**src/sv/bht_pkg.sv**
```systemverilog
`default_nettype none
package bht_pkg;

    localparam int WIN_DEPTH = 10;
    localparam int W_IDX     = (WIN_DEPTH > 1) ? $clog2(WIN_DEPTH) : 1;
    localparam int W_CNT     = $clog2(WIN_DEPTH + 1);

    localparam int RR_W   = 12;
    localparam int HR_W   = 16;
    localparam int REF_W  = 20;
    localparam int S1_W   = RR_W + W_CNT;
    localparam int S2_W   = 2 * RR_W + W_CNT;
    localparam int SHR_W  = HR_W + W_CNT;
    localparam int D_W    = 2 * RR_W + W_CNT;
    localparam int VAR_W  = 2 * RR_W + 2 * W_CNT;
    localparam int NUM_W  = VAR_W + 8;
    localparam int DEN_W  = 12;
    localparam int ROOT_W = NUM_W / 2;
    localparam int DCNT_W = $clog2(NUM_W + 1);
    localparam int SCNT_W = $clog2(ROOT_W + 1);

    localparam logic [23:0] HR_SCALE = 24'd15360000;
    localparam logic [14:0] RR_SCALE = 15'd25600;
    localparam logic [6:0]  PCT_FULL = 7'd100;

    // Division by five as a multiply by ceil(2^26 / 5) and a shift; exact for
    // dividends below 2^26, and the reference update never exceeds 2^23.
    localparam logic [23:0] DIV5_RECIP = 24'd13421773;
    localparam int          DIV5_SHIFT = 26;

    localparam logic [1:0] CFG_MIN_INTERVAL = 2'd0;
    localparam logic [1:0] CFG_MAX_INTERVAL = 2'd1;
    localparam logic [1:0] CFG_OUTLIER_PCT  = 2'd2;

    localparam logic [2:0] ST_NO_BEAT  = 3'd0;
    localparam logic [2:0] ST_FIRST    = 3'd1;
    localparam logic [2:0] ST_RESTART  = 3'd2;
    localparam logic [2:0] ST_SHORT    = 3'd3;
    localparam logic [2:0] ST_OUTLIER  = 3'd4;
    localparam logic [2:0] ST_ACCEPTED = 3'd5;
    localparam logic [2:0] ST_UPDATED  = 3'd6;

    typedef struct packed {
        logic        beat;
        logic [31:0] now_ms;
    } t_in;

    typedef struct packed {
        logic [15:0] hr_mean_q8;
        logic [14:0] rr_std_q4;
        logic [14:0] rmssd_q4;
        logic [2:0]  status;
    } t_out;

    typedef struct packed {
        logic [RR_W-1:0] rr;
        logic [HR_W-1:0] hr;
    } t_win_entry;

    typedef struct packed {
        logic             go;
        logic [NUM_W-1:0] num;
        logic [DEN_W-1:0] den;
    } t_div_req;

    typedef struct packed {
        logic             go;
        logic [NUM_W-1:0] val;
    } t_sqrt_req;

    typedef enum logic [4:0] {
        S_IDLE, S_EVAL, S_CHK, S_HRDIV, S_WR, S_RD, S_ACC,
        S_MEAN, S_MEANW, S_VAR, S_VARW, S_SQ1, S_RMW, S_SQ2, S_OUT
    } t_state;

endpackage
`default_nettype wire

```
**src/sv/bht_win_ram.sv**
```systemverilog
`default_nettype none
module bht_win_ram (
    input  wire                        i_clk,
    input  wire                        i_we,
    input  wire [bht_pkg::W_IDX-1:0]   i_waddr,
    input  bht_pkg::t_win_entry        i_wdata,
    input  wire [bht_pkg::W_IDX-1:0]   i_raddr,
    output bht_pkg::t_win_entry        o_rdata
);
    import bht_pkg::*;

    t_win_entry r_mem [WIN_DEPTH];
    t_win_entry r_rdata;

    always_ff @(posedge i_clk) begin
        if (i_we) begin
            r_mem[i_waddr] <= i_wdata;
        end
        r_rdata <= r_mem[i_raddr];
    end

    assign o_rdata = r_rdata;

endmodule
`default_nettype wire

```
**src/sv/bht_div.sv**
```systemverilog
`default_nettype none
module bht_div (
    input  wire                        i_clk,
    input  wire                        i_rst_n,
    input  bht_pkg::t_div_req          i_req,
    output logic                       o_busy,
    output logic                       o_done,
    output logic [bht_pkg::NUM_W-1:0]  o_quot
);
    import bht_pkg::*;

    logic [NUM_W-1:0]  r_q;
    logic [DEN_W-1:0]  r_rem;
    logic [DEN_W-1:0]  r_den;
    logic [DCNT_W-1:0] r_cnt;
    logic              r_busy;
    logic              r_done;
    logic [DEN_W:0]    trial;
    logic              ge;

    // Restoring division, one quotient bit per cycle.
    assign trial = {r_rem, r_q[NUM_W-1]};
    assign ge    = trial >= {1'b0, r_den};

    always_ff @(posedge i_clk) begin
        if (!i_rst_n) begin
            r_busy <= 1'b0;
            r_done <= 1'b0;
            r_cnt  <= '0;
        end else begin
            r_done <= 1'b0;
            if (i_req.go) begin
                r_busy <= 1'b1;
                r_cnt  <= DCNT_W'(NUM_W);
                r_q    <= i_req.num;
                r_den  <= i_req.den;
                r_rem  <= '0;
            end else if (r_busy) begin
                r_q   <= {r_q[NUM_W-2:0], ge};
                r_rem <= ge ? DEN_W'(trial - {1'b0, r_den}) : trial[DEN_W-1:0];
                r_cnt <= r_cnt - 1'b1;
                if (r_cnt == DCNT_W'(1)) begin
                    r_busy <= 1'b0;
                    r_done <= 1'b1;
                end
            end
        end
    end

    assign o_busy = r_busy;
    assign o_done = r_done;
    assign o_quot = r_q;

endmodule
`default_nettype wire

```
**src/sv/bht_sqrt.sv**
```systemverilog
`default_nettype none
module bht_sqrt (
    input  wire                         i_clk,
    input  wire                         i_rst_n,
    input  bht_pkg::t_sqrt_req          i_req,
    output logic                        o_done,
    output logic [bht_pkg::ROOT_W-1:0]  o_root
);
    import bht_pkg::*;

    logic [NUM_W-1:0]  r_v;
    logic [ROOT_W-1:0] r_root;
    logic [ROOT_W:0]   r_rem;
    logic [SCNT_W-1:0] r_cnt;
    logic              r_busy;
    logic              r_done;
    logic [ROOT_W+2:0] rem_t;
    logic [ROOT_W+2:0] trial;
    logic              ge;

    // Digit-by-digit root, two radicand bits per cycle.
    assign rem_t = {r_rem, r_v[NUM_W-1 -: 2]};
    assign trial = {1'b0, r_root, 2'b01};
    assign ge    = rem_t >= trial;

    always_ff @(posedge i_clk) begin
        if (!i_rst_n) begin
            r_busy <= 1'b0;
            r_done <= 1'b0;
            r_cnt  <= '0;
        end else begin
            r_done <= 1'b0;
            if (i_req.go) begin
                r_busy <= 1'b1;
                r_cnt  <= SCNT_W'(ROOT_W);
                r_v    <= i_req.val;
                r_root <= '0;
                r_rem  <= '0;
            end else if (r_busy) begin
                r_v    <= {r_v[NUM_W-3:0], 2'b00};
                r_root <= {r_root[ROOT_W-2:0], ge};
                r_rem  <= ge ? (ROOT_W+1)'(rem_t - trial) : rem_t[ROOT_W:0];
                r_cnt  <= r_cnt - 1'b1;
                if (r_cnt == SCNT_W'(1)) begin
                    r_busy <= 1'b0;
                    r_done <= 1'b1;
                end
            end
        end
    end

    assign o_done = r_done;
    assign o_root = r_root;

endmodule
`default_nettype wire

```
**src/sv/beat_interval_hrv_tracker.sv**
```systemverilog
// Channel  | Direction | Handshake                | Payload
// input    | in        | i_in_valid / o_in_stall  | i_in  (beat, now_ms)
// result   | out       | o_out_valid / i_out_stall| o_out (hr, std, rmssd, status)
// config   | in        | i_cfg_we                 | i_cfg_idx, i_cfg_data
// A request without a beat, with a short beat or with a gap restart goes from evaluation
// to the output state, and an outlier passes the check state as well. An accepted beat
// that leaves under two entries takes one divider pass; one that updates the features
// reads every window entry and takes four passes of the shared 40-step divider and two of the root.
// Reset is synchronous; no clearing pass is needed, only written entries are read.
// A stalled result waits in the output register while the next request is taken.
`default_nettype none
module beat_interval_hrv_tracker (
    input  wire          i_clk,
    input  wire          i_rst_n,
    input  wire          i_in_valid,
    output logic         o_in_stall,
    input  bht_pkg::t_in i_in,
    output logic         o_out_valid,
    input  wire          i_out_stall,
    output bht_pkg::t_out o_out,
    input  wire          i_cfg_we,
    input  wire [1:0]    i_cfg_idx,
    input  wire [11:0]   i_cfg_data
);
    import bht_pkg::*;

    t_state r_state, n_state;

    logic [11:0] r_min, r_max;
    logic [6:0]  r_pct;

    logic             r_beat, n_beat;
    logic [31:0]      r_now, n_now;
    logic [31:0]      r_last, n_last;
    logic             r_have, n_have;
    logic [REF_W-1:0] r_ref, n_ref;
    logic             r_upd_ref, n_upd_ref;
    logic [RR_W-1:0]  r_rr, n_rr;
    logic [HR_W-1:0]  r_hr, n_hr;
    logic [27:0]      r_scaled, n_scaled, r_lo, n_lo, r_hi, n_hi;
    logic [W_IDX-1:0] r_ws, n_ws, r_idx, n_idx;
    logic [W_CNT-1:0] r_fill, n_fill, r_k, n_k;
    logic [S1_W-1:0]  r_s1, n_s1;
    logic [S2_W-1:0]  r_s2, n_s2;
    logic [SHR_W-1:0] r_shr, n_shr;
    logic [D_W-1:0]   r_d, n_d;
    logic [RR_W-1:0]  r_prev, n_prev;
    logic [VAR_W-1:0] r_va, n_va, r_vb, n_vb;
    logic [15:0]      r_hr_h, n_hr_h;
    logic [14:0]      r_std_h, n_std_h, r_rms_h, n_rms_h;
    logic [2:0]       r_status, n_status;
    logic             r_out_valid, n_out_valid;
    t_out             r_out, n_out;

    t_div_req         div_req;
    t_sqrt_req        sq_req;
    logic             div_busy, div_done, sq_done;
    logic [NUM_W-1:0] div_q;
    logic [ROOT_W-1:0] sq_root;

    logic             mem_we;
    t_win_entry       mem_wdata, mem_rdata;

    logic [31:0]      rr32;
    logic [6:0]       lo_pct;
    logic [7:0]       hi_pct;
    logic [W_CNT:0]   start_t;
    logic [W_CNT-1:0] fill_nx;
    logic [W_IDX-1:0] ws_nx;
    logic [RR_W-1:0]  xd;
    logic [RR_W-1:0]  diff;
    logic [22:0]      ref_sum;
    logic [46:0]      ref_prod;

    bht_win_ram u_ram (
        .i_clk   (i_clk),
        .i_we    (mem_we),
        .i_waddr (r_ws),
        .i_wdata (mem_wdata),
        .i_raddr (r_idx),
        .o_rdata (mem_rdata)
    );

    bht_div u_div (
        .i_clk   (i_clk),
        .i_rst_n (i_rst_n),
        .i_req   (div_req),
        .o_busy  (div_busy),
        .o_done  (div_done),
        .o_quot  (div_q)
    );

    bht_sqrt u_sqrt (
        .i_clk   (i_clk),
        .i_rst_n (i_rst_n),
        .i_req   (sq_req),
        .o_done  (sq_done),
        .o_root  (sq_root)
    );

    assign rr32   = r_now - r_last;
    assign lo_pct = (r_pct < PCT_FULL) ? PCT_FULL - r_pct : 7'd0;
    assign hi_pct = {1'b0, PCT_FULL} + {1'b0, r_pct};
    assign xd     = mem_rdata.rr;
    assign diff   = (xd > r_prev) ? xd - r_prev : r_prev - xd;
    assign ws_nx  = (r_ws == W_IDX'(WIN_DEPTH - 1)) ? '0 : r_ws + 1'b1;
    assign fill_nx = (r_fill < W_CNT'(WIN_DEPTH)) ? r_fill + 1'b1 : r_fill;
    // Oldest entry: write slot minus fill, modulo the window depth.
    assign start_t = {1'b0, W_CNT'(ws_nx)} + (W_CNT+1)'(WIN_DEPTH) - {1'b0, fill_nx};

    // Reference update (4*ref + 256*rr + 2) / 5, floored.
    assign ref_sum  = {1'b0, r_ref, 2'b00} + 23'({r_rr, 8'd0}) + 23'd2;
    assign ref_prod = 47'(ref_sum) * 47'(DIV5_RECIP);

    assign mem_we    = (r_state == S_WR);
    assign mem_wdata = '{rr: r_rr, hr: r_hr};

    always_comb begin
        n_state = r_state;
        n_beat = r_beat; n_now = r_now; n_last = r_last; n_have = r_have;
        n_ref = r_ref; n_upd_ref = r_upd_ref; n_rr = r_rr; n_hr = r_hr;
        n_scaled = r_scaled; n_lo = r_lo; n_hi = r_hi;
        n_ws = r_ws; n_idx = r_idx; n_fill = r_fill; n_k = r_k;
        n_s1 = r_s1; n_s2 = r_s2; n_shr = r_shr; n_d = r_d; n_prev = r_prev;
        n_va = r_va; n_vb = r_vb;
        n_hr_h = r_hr_h; n_std_h = r_std_h; n_rms_h = r_rms_h;
        n_status = r_status; n_out_valid = r_out_valid; n_out = r_out;
        div_req = '{go: 1'b0, num: '0, den: '0};
        sq_req  = '{go: 1'b0, val: '0};

        if (r_out_valid && !i_out_stall) begin
            n_out_valid = 1'b0;
        end

        unique case (r_state)
            S_IDLE: begin
                if (i_in_valid) begin
                    n_beat  = i_in.beat;
                    n_now   = i_in.now_ms;
                    n_state = S_EVAL;
                end
            end
            S_EVAL: begin
                n_state = S_OUT;
                if (!r_beat) begin
                    n_status = ST_NO_BEAT;
                end else if (!r_have) begin
                    n_have   = 1'b1;
                    n_last   = r_now;
                    n_status = ST_FIRST;
                end else if (rr32 > {20'd0, r_max}) begin
                    n_last   = r_now;
                    n_ref    = '0;
                    n_status = ST_RESTART;
                end else if (rr32 == 32'd0 || rr32 < {20'd0, r_min}) begin
                    n_status = ST_SHORT;
                end else begin
                    n_rr     = rr32[RR_W-1:0];
                    n_scaled = 28'(rr32[RR_W-1:0]) * 28'(RR_SCALE);
                    n_lo     = 28'(r_ref) * 28'(lo_pct);
                    n_hi     = 28'(r_ref) * 28'(hi_pct);
                    n_state  = S_CHK;
                end
            end
            S_CHK: begin
                if (r_ref != '0 && (r_scaled < r_lo || r_scaled > r_hi)) begin
                    n_status = ST_OUTLIER;
                    n_state  = S_OUT;
                end else begin
                    n_last    = r_now;
                    n_upd_ref = (r_ref != '0);
                    div_req   = '{go: 1'b1,
                                  num: NUM_W'(HR_SCALE) + NUM_W'(r_rr >> 1),
                                  den: r_rr};
                    n_state   = S_HRDIV;
                end
            end
            S_HRDIV: begin
                if (div_done) begin
                    n_hr    = (|div_q[NUM_W-1:HR_W]) ? '1 : div_q[HR_W-1:0];
                    n_ref   = r_upd_ref ? ref_prod[DIV5_SHIFT +: REF_W] : {r_rr, 8'd0};
                    n_state = S_WR;
                end
            end
            S_WR: begin
                n_ws   = ws_nx;
                n_fill = fill_nx;
                if (fill_nx >= W_CNT'(2)) begin
                    n_idx   = (start_t >= (W_CNT+1)'(WIN_DEPTH))
                              ? W_IDX'(start_t - (W_CNT+1)'(WIN_DEPTH))
                              : W_IDX'(start_t);
                    n_k     = '0;
                    n_s1    = '0;
                    n_s2    = '0;
                    n_shr   = '0;
                    n_d     = '0;
                    n_state = S_RD;
                end else begin
                    n_status = ST_ACCEPTED;
                    n_state  = S_OUT;
                end
            end
            S_RD: begin
                n_state = S_ACC;
            end
            S_ACC: begin
                n_s1   = r_s1 + S1_W'(xd);
                n_s2   = r_s2 + S2_W'(24'(xd) * 24'(xd));
                n_shr  = r_shr + SHR_W'(mem_rdata.hr);
                if (r_k != '0) begin
                    n_d = r_d + D_W'(24'(diff) * 24'(diff));
                end
                n_prev = xd;
                n_k    = r_k + 1'b1;
                n_idx  = (r_idx == W_IDX'(WIN_DEPTH - 1)) ? '0 : r_idx + 1'b1;
                n_state = (r_k == r_fill - 1'b1) ? S_MEAN : S_RD;
            end
            S_MEAN: begin
                div_req = '{go: 1'b1,
                            num: NUM_W'(r_shr) + NUM_W'(r_fill >> 1),
                            den: DEN_W'(r_fill)};
                n_state = S_MEANW;
            end
            S_MEANW: begin
                if (div_done) begin
                    n_hr_h  = (|div_q[NUM_W-1:16]) ? 16'hFFFF : div_q[15:0];
                    n_va    = VAR_W'(r_fill) * VAR_W'(r_s2);
                    n_vb    = VAR_W'(r_s1) * VAR_W'(r_s1);
                    n_state = S_VAR;
                end
            end
            S_VAR: begin
                div_req = '{go: 1'b1,
                            num: {r_va - r_vb, 8'd0},
                            den: DEN_W'(r_fill) * DEN_W'(r_fill)};
                n_state = S_VARW;
            end
            S_VARW: begin
                if (div_done) begin
                    sq_req  = '{go: 1'b1, val: div_q};
                    n_state = S_SQ1;
                end
            end
            S_SQ1: begin
                if (sq_done) begin
                    n_std_h = (|sq_root[ROOT_W-1:15]) ? 15'h7FFF : sq_root[14:0];
                    div_req = '{go: 1'b1,
                                num: NUM_W'({r_d, 8'd0}),
                                den: DEN_W'(r_fill - 1'b1)};
                    n_state = S_RMW;
                end
            end
            S_RMW: begin
                if (div_done) begin
                    sq_req  = '{go: 1'b1, val: div_q};
                    n_state = S_SQ2;
                end
            end
            S_SQ2: begin
                if (sq_done) begin
                    n_rms_h  = (|sq_root[ROOT_W-1:15]) ? 15'h7FFF : sq_root[14:0];
                    n_status = ST_UPDATED;
                    n_state  = S_OUT;
                end
            end
            S_OUT: begin
                if (!r_out_valid || !i_out_stall) begin
                    n_out       = '{hr_mean_q8: r_hr_h, rr_std_q4: r_std_h,
                                    rmssd_q4: r_rms_h, status: r_status};
                    n_out_valid = 1'b1;
                    n_state     = S_IDLE;
                end
            end
            default: n_state = S_IDLE;
        endcase
    end

    always_ff @(posedge i_clk) begin
        if (!i_rst_n) begin
            r_state     <= S_IDLE;
            r_min       <= 12'd300;
            r_max       <= 12'd2000;
            r_pct       <= 7'd30;
            r_last      <= '0;
            r_have      <= 1'b0;
            r_ref       <= '0;
            r_ws        <= '0;
            r_fill      <= '0;
            r_hr_h      <= '0;
            r_std_h     <= '0;
            r_rms_h     <= '0;
            r_out_valid <= 1'b0;
        end else begin
            r_state     <= n_state;
            r_last      <= n_last;
            r_have      <= n_have;
            r_ref       <= n_ref;
            r_ws        <= n_ws;
            r_fill      <= n_fill;
            r_hr_h      <= n_hr_h;
            r_std_h     <= n_std_h;
            r_rms_h     <= n_rms_h;
            r_out_valid <= n_out_valid;
            if (i_cfg_we) begin
                unique case (i_cfg_idx)
                    CFG_MIN_INTERVAL: r_min <= i_cfg_data;
                    CFG_MAX_INTERVAL: r_max <= i_cfg_data;
                    CFG_OUTLIER_PCT:  r_pct <= i_cfg_data[6:0];
                    default: ;
                endcase
            end
        end
    end

    always_ff @(posedge i_clk) begin
        r_beat    <= n_beat;
        r_now     <= n_now;
        r_upd_ref <= n_upd_ref;
        r_rr      <= n_rr;
        r_hr      <= n_hr;
        r_scaled  <= n_scaled;
        r_lo      <= n_lo;
        r_hi      <= n_hi;
        r_idx     <= n_idx;
        r_k       <= n_k;
        r_s1      <= n_s1;
        r_s2      <= n_s2;
        r_shr     <= n_shr;
        r_d       <= n_d;
        r_prev    <= n_prev;
        r_va      <= n_va;
        r_vb      <= n_vb;
        r_status  <= n_status;
        r_out     <= n_out;
    end

    assign o_in_stall  = (r_state != S_IDLE);
    assign o_out_valid = r_out_valid;
    assign o_out       = r_out;

    a_fill_bound: assert property (@(posedge i_clk) disable iff (!i_rst_n)
        r_fill <= W_CNT'(WIN_DEPTH))
        else $error("window fill count beyond depth");

    a_slot_bound: assert property (@(posedge i_clk) disable iff (!i_rst_n)
        r_ws <= W_IDX'(WIN_DEPTH - 1))
        else $error("write slot out of range");

    a_div_idle: assert property (@(posedge i_clk) disable iff (!i_rst_n)
        div_req.go |-> !div_busy)
        else $error("divider started while busy");

    a_out_hold: assert property (@(posedge i_clk) disable iff (!i_rst_n)
        (r_state == S_OUT && r_out_valid && i_out_stall) |=> r_state == S_OUT)
        else $error("pending result overwritten");

    a_accept_eval: assert property (@(posedge i_clk) disable iff (!i_rst_n)
        (i_in_valid && !o_in_stall) |=> r_state == S_EVAL)
        else $error("accepted request not evaluated");

endmodule
`default_nettype wire

```
**config.mk**
```make
export PLATFORM = sky130hd
export DESIGN_NAME = beat_interval_hrv_tracker
export DESIGN_NICKNAME = d
export VERILOG_FILES = /design/src/sv/bht_pkg.sv /design/src/sv/bht_win_ram.sv /design/src/sv/bht_div.sv /design/src/sv/bht_sqrt.sv /design/src/sv/beat_interval_hrv_tracker.sv
export SDC_FILE = /design/constraint.sdc
export NUM_CORES = 2
export LEC_CHECK = 0
export BUFFER_PORTS_ARGS = -buffer_cell sky130_fd_sc_hd__buf_2
export CAP_MARGIN = 20
export CORE_MARGIN = 2
export CORE_UTILIZATION = 58
export DETAILED_ROUTE_END_ITERATION = 8
export GPL_ROUTABILITY_DRIVEN = 1
export PLACE_DENSITY = 0.78
export RECOVER_POWER = 100
export SLEW_MARGIN = 30
export SYNTH_ARGS = -nofsm -noshare
export SYNTH_HDL_FRONTEND = slang
export SYNTH_SLANG_ARGS = --single-unit
```
**constraint.sdc**
```tcl
create_clock -name i_clk -period 9.2 [get_ports i_clk]
set_input_delay 0.46 -clock i_clk [delete_from_list [all_inputs] [get_ports i_clk]]
set_output_delay 0.46 -clock i_clk [all_outputs]
set_load 0.05 [all_outputs]
```
# == After elaboration in Yosys (flattened, before gate mapping) ==
# Memories as Yosys holds them, arrays and structs flattened. A register that Yosys moved wholly into a read port is not among the register bits.
# Index checks and enable logic that the tools add are counted.
# op_classes
muxes,86
n_bitwise,6
eq_ne,39
n_lt_le_gt_ge,11
addsub,27
mul,9
reduce_logical,47
# ops
cell,count
53-bit one-hot mux with 4 select lines,1
40-bit two-way mux,4
20-bit two-way mux,7
32-bit two-way mux,4
28-bit one-hot mux with 2 select lines,2
53-bit two-way mux,2
41-bit two-way mux,2
20-bit one-hot mux with 2 select lines,2
5-bit one-hot mux with 15 select lines,1
32-bit one-hot mux with 2 select lines,1
32-bit subtractor,2
28-bit by 24-bit adder with 28-bit output,2
28-bit two-way mux,2
5-bit two-way mux,10
12-bit by 12-bit multiplier with 24-bit output,2
4-bit two-way mux,12
"23-bit by 24-bit multiplier with 46-bit output, second input constant",1
21-bit two-way mux,2
12-bit two-way mux,3
12-bit subtractor,3
"5-bit by 4-bit equality test with 1-bit output, second input constant",7
32-bit by 12-bit > comparator with 1-bit output,1
32-bit logical NOT,1
32-bit by 12-bit < comparator with 1-bit output,1
other kinds (73),150
# word_totals
n_memories,1
wordCells,275
ramBits,280
input_bits,52
out_inout_bits,51
register_bits,666
# mem_list
memory,depth,width,rd,rd_ports_with_merged_regs,write_ports,line,source
u_ram.r_mem,10,28,1,1,1,bht_win_ram.sv:12,t_win_entry r_mem [WIN_DEPTH];

# == Depth between registers and ports, before layout ==
# depth
ltp_word,8
depth_mapped,37
ltp_nobuf,36

# == Hierarchy ==
# From an unflattened synthesis, not the netlist that was laid out.
# unflattened
hier_cells,7940
hier_area_um2,82795.7
# modules_own_cells
module,n_inst,cells_per_inst,area_each_um2
beat_interval_hrv_tracker,1,6653,62770.2
bht_win_ram,1,612,11553.6
bht_sqrt,1,409,4907.2
bht_div,1,266,3564.7

# == Worst setup path after synthesis ==
# No wires, ideal clock.
# synth_timing
path_kind,flip-flop to flip-flop
start,reg r_rr[0]
end,reg r_ref[14]
path_stages_with_launch,32
arrival_time_ns,8.329
n_path_buf,0
setup_time_ns,0.121
synth_period_minus_slack_ns,8.450
required_ns,9.079
path_slack_ns,0.750
path_cell_list,edfxtp_1 -> ha_1 -> fa_1 -> a21o_1 -> a21oi_1 -> nor2_1 -> o21a_1 -> nor2_1 -> o21bai_1 -> a21oi_1 -> xnor2_1 -> ha_1 -> inv_1 -> fa_1 -> fa_1 -> fa_1 -> fa_1 -> inv_1 -> fa_1 -> fa_1 -> ha_1 -> a21oi_1 -> o21ai_0 -> a2111o_1 -> o221a_2 -> a31o_2 -> a41oi_1 -> o211ai_1 -> a21o_1 -> a211o_1 -> a31oi_1 -> o2bb2ai_1
# synth_between
elab_chain_len,6
# synth_rtl
item,line,source
"start, declared",beat_interval_hrv_tracker.sv:38,"logic [RR_W-1:0] r_rr, n_rr;"
"start signal, assigned",beat_interval_hrv_tracker.sv:319,r_rr <= n_rr;
22-bit by 20-bit adder with 23-bit output,beat_interval_hrv_tracker.sv:112,"assign ref_sum = {1'b0, r_ref, 2'b00} + 23'({r_rr, 8'd0}) + 23'd2;"
23-bit by 2-bit adder with 23-bit output,beat_interval_hrv_tracker.sv:112,
23-bit by 24-bit multiplier with 46-bit output,beat_interval_hrv_tracker.sv:113,assign ref_prod = 47'(ref_sum) * 47'(DIV5_RECIP);
20-bit two-way mux,beat_interval_hrv_tracker.sv:181,"n_ref = r_upd_ref ? ref_prod[DIV5_SHIFT +: REF_W] : {r_rr, 8'd0};"
20-bit two-way mux,beat_interval_hrv_tracker.sv:179,if (div_done) begin
20-bit one-hot mux with 2 select lines,beat_interval_hrv_tracker.sv:135,unique case (r_state)
"end signal, assigned",beat_interval_hrv_tracker.sv:297,r_ref <= n_ref;
"end, declared",beat_interval_hrv_tracker.sv:36,"logic [REF_W-1:0] r_ref, n_ref;"
# Every way passes these cells. The select of a mux whose other input is x is not followed.
# A chain may end at the register's enable or synchronous reset.

# == Worst setup path after layout ==
# layout_timing
start,reg r_rr[1]
end,reg r_ref[14]
# Same word-level chain as after synthesis.

==> results.py <==
metrics = {
    "sta": {
        "setup_viol": 0,
        "period_minus_slack_ns": 8.92,
        "drv_slew": 1260,
        "fin_skew_ns": 0.0486,
        "maxSlewHeadroom_pct": -159,
        "hold_viol_final": 0,
        "whs_ns": 0.0611,
        "tightest_slew_ns": 3.88,
        "max_freq_mhz": 112,
        "period_share_pct": 97.0,
        "setup_ws_ns": 0.279,
        "finalSetupTns_ns": 0,
    },
    "routing": {
        "vias_per_cell": 5.81,
        "drt-total-wl_um": 205000,
        "firstDrtPassIters": 9,
        "via_count": 58248,
        "drc_errors": 0,
        "wl_per_cell_um": 20.5,
        "drtIter0Drc": 4396,
        "antenna_left": 0,
    },
    "die": {
        "die_w_um": 380,
        "die_h_um": 380,
        "pin_count": 103,
        "start_util_pct": 58.5,
        "coreArea_um2": 140000,
        "dieArea_um2": 144000,
        "placementRows": 137,
    },
    "cts": {
        "numCtsBuffers": 104,
        "cts_max_path_buffers": 3,
        "cts_htree_levels": 3,
        "clkTransAtPathRegs_ns": 0.06,
        "cts_tree": "yes",
        "cts_root_buf": "clkbuf_16",
        "cts_sinks": 969,
        "clkLatencyLatePin_ns": 0.74,
    },
    "setup_path": {
        "worst_setup_path_start_kind": "register",
        "cp.required_ns": 9.80,
        "end_kind": "register",
        "cp_slowest_cell": "fa_1",
        "reg2reg_from": "r_rr[1]$_DFFE_PP_",
        "startpoint": "r_rr[1]$_DFFE_PP_",
        "crit_top_cell": "fa_1",
        "r2r-end": "r_ref[14]$_SDFFE_PN0P_",
        "worstSetupEndpoint": "r_ref[14]$_SDFFE_PN0P_",
        "crit_type": "register to register",
        "reg2regPathDepth": 31,
        "max_stage_delay_ns": 0.55,
        "arrival_ns": 9.52,
        "path_max_fanout": 4,
        "r2r_slack_ns": 0.28,
    },
    "synth": {
        "synth_nets": 9567,
        "synth_most_common_cell": "inv_1",
        "synth_flop_cell": "edfxtp_1",
        "syn-cell-area_um2": 81900,
        "synth_area_leaders": "edfxtp_1, fa_1, ha_1",
        "synth_cell_type_count": 90,
        "ys_ff_latch": 969,
        "yosysWarningCount": 0,
        "yosysSeqAreaShare_pct": 33.3,
        "postSynthAreaPerCell_um2": 10.3,
        "synth_cells": 7919,
        "synthTopCellsByCount": "inv_1, ha_1, nand2_1",
        "async_flop_share_pct": 0,
        "synth_edf_count": 783,
        "yosysTopAreaCell": "edfxtp_1",
        "synth_top_area_share_pct": 28.7,
    },
    "flow_run": {
        "maxCapViolCount": 35,
    },
    "grt": {
        "grt-ovfl-total": 0,
        "grt_first_pass_wirelength_um": 326000,
        "grt_usage_pct": 28.6,
        "antenna_found_initial": 6,
        "grt_max_degree": 93,
        "grt_pass1_vias": 60420,
    },
    "status": {
        "status": "finished, violations left",
        "violations": "capacitance limit, slew limit",
    },
    "placement": {
        "dp_hpwl_um": 156000,
        "portBuffers": 102,
        "place.gp.congestion": 0.941,
        "pre_cts_slack_ns": 0.182,
    },
    "cells_and_area": {
        "final_net_count": 9703,
        "drive_above_1_share_pct": 5.61,
        "syn_to_final_growth_pct": 8.30,
    },
    "hold_path": {
        "hp-class": "input pin to register",
    },
}
stage by stage:
stage | util, % | instances | instance area (um2)
2_1_floorplan | - | 7919 | 81900
3_3_place_gp | 60.7 | 9784 | 84900
3_5_place_dp | 60.7 | 9785 | 85000
4_1_cts | 63.6 | 10020 | 89000
5_1_grt | 63.4 | 10023 | 88600
6_report | 63.4 | 10024 | 88600
kinds of logic (layout without fill, tap and decap cells):
group	Yosys count	in the layout	synth area share (%)
muxes	198	198	3.29
buffers and inverters	1515	1742	7.01
AOI/OAI and AO/OA	1116	1116	9.04
and+or+nand+nor	2190	2190	12.4
DFF	969	969	33.3
other	0	2	0
xor gates and xnor gates	335	335	3.58
adders and majority gates	1596	1596	31.4
final cells by class:
type,instances,area [um2]
Clock inverter,61,722
Antenna cell,2,5.00
Tap cell,1876,2350
Timing Repair Buffer,282,1640
Fill cell,11030,51200
Clock buffer,136,2920
Sequential cell,969,27200
Multi-Input combinational cell,5435,49000
Inverter,1263,4740
cells in the final DEF (no fill, tap or decap), types with 72 or more instances in the layout:
cell,n
inv_1,1251
ha_1,836
nand2_1,795
edfxtp_1,783
fa_1,760
nor2_1,562
a21oi_1,309
xnor2_1,223
and2_1,195
dfxtp_1,186
o21ai_0,179
a21o_1,143
clkbuf_1,142
mux2i_1,134
nor3_1,117
xor2_1,109
clkbuf_16,107
a211oi_1,101
nand3_1,84
buf_4,72
registers in the layout (all words and copies together) (netlist names), 21 cells and up:
register / count
r_last: 32
r_va: 32
r_vb: 31
u_ram.o_rdata: 28
u_div.o_quot: 40
o_out: 49
r_now: 32
u_sqrt.r_rem: 21
u_sqrt.r_v: 40
r_d: 28
r_hi: 28
r_lo: 27
u_ram.r_mem: 280
r_s2: 28
worst min-delay path by stage:
stage	start	endpoint	slack, ns	cells after the start
3_3_place_gp	r_std_h[4]$_SDFFE_PN0P_	o_out[22]$_DFFE_PP_	0.41	0
3_5_place_dp	r_std_h[7]$_SDFFE_PN0P_	o_out[25]$_DFFE_PP_	0.42	0
2_1_floorplan	r_status[0]$_DFFE_PP_	o_out[0]$_DFFE_PP_	0.40	0
6_report	i_cfg_data[0]	r_min[0]$_SDFFE_PN0P_	0.06	3
4_1_cts	i_cfg_data[0]	r_min[0]$_SDFFE_PN0P_	0.01	3
5_1_grt	i_cfg_data[0]	r_min[0]$_SDFFE_PN0P_	0.03	3
metal layers:
layer | GRT usage [%] | share of wire (%) | vias up
li1 | - | - | 26851
met1 | 35.9 | 39 | 28829
met2 | 49.2 | 49 | 2073
met3 | 4.11 | 6.8 | 491
met4 | 12.6 | 4.8 | 4
met5 | 0 | 0.016 | -
worst max-delay path: cells and delay by family (launching register included):
kind,cells,cell delay [ns]
AO/OA/AOI/OAI,16,3.53
adder cells (fa/ha/maj),9,4.14
XOR/XNOR,1,0.21
flip-flops,1,0.45
AND/OR/NAND/NOR,1,0.18
buffers and inverters,4,0.29
what timing repair did:
action,CTS,global route
buffers inserted,0,1
setup endpoints to repair,0,14
resized for setup,0,9
hold buffers,38,0
hold endpoints to repair,43,0
Power is left out: the tool's default activity adds up to more than one toggle a clock period on the data nets, which glitch-free logic cannot reach.
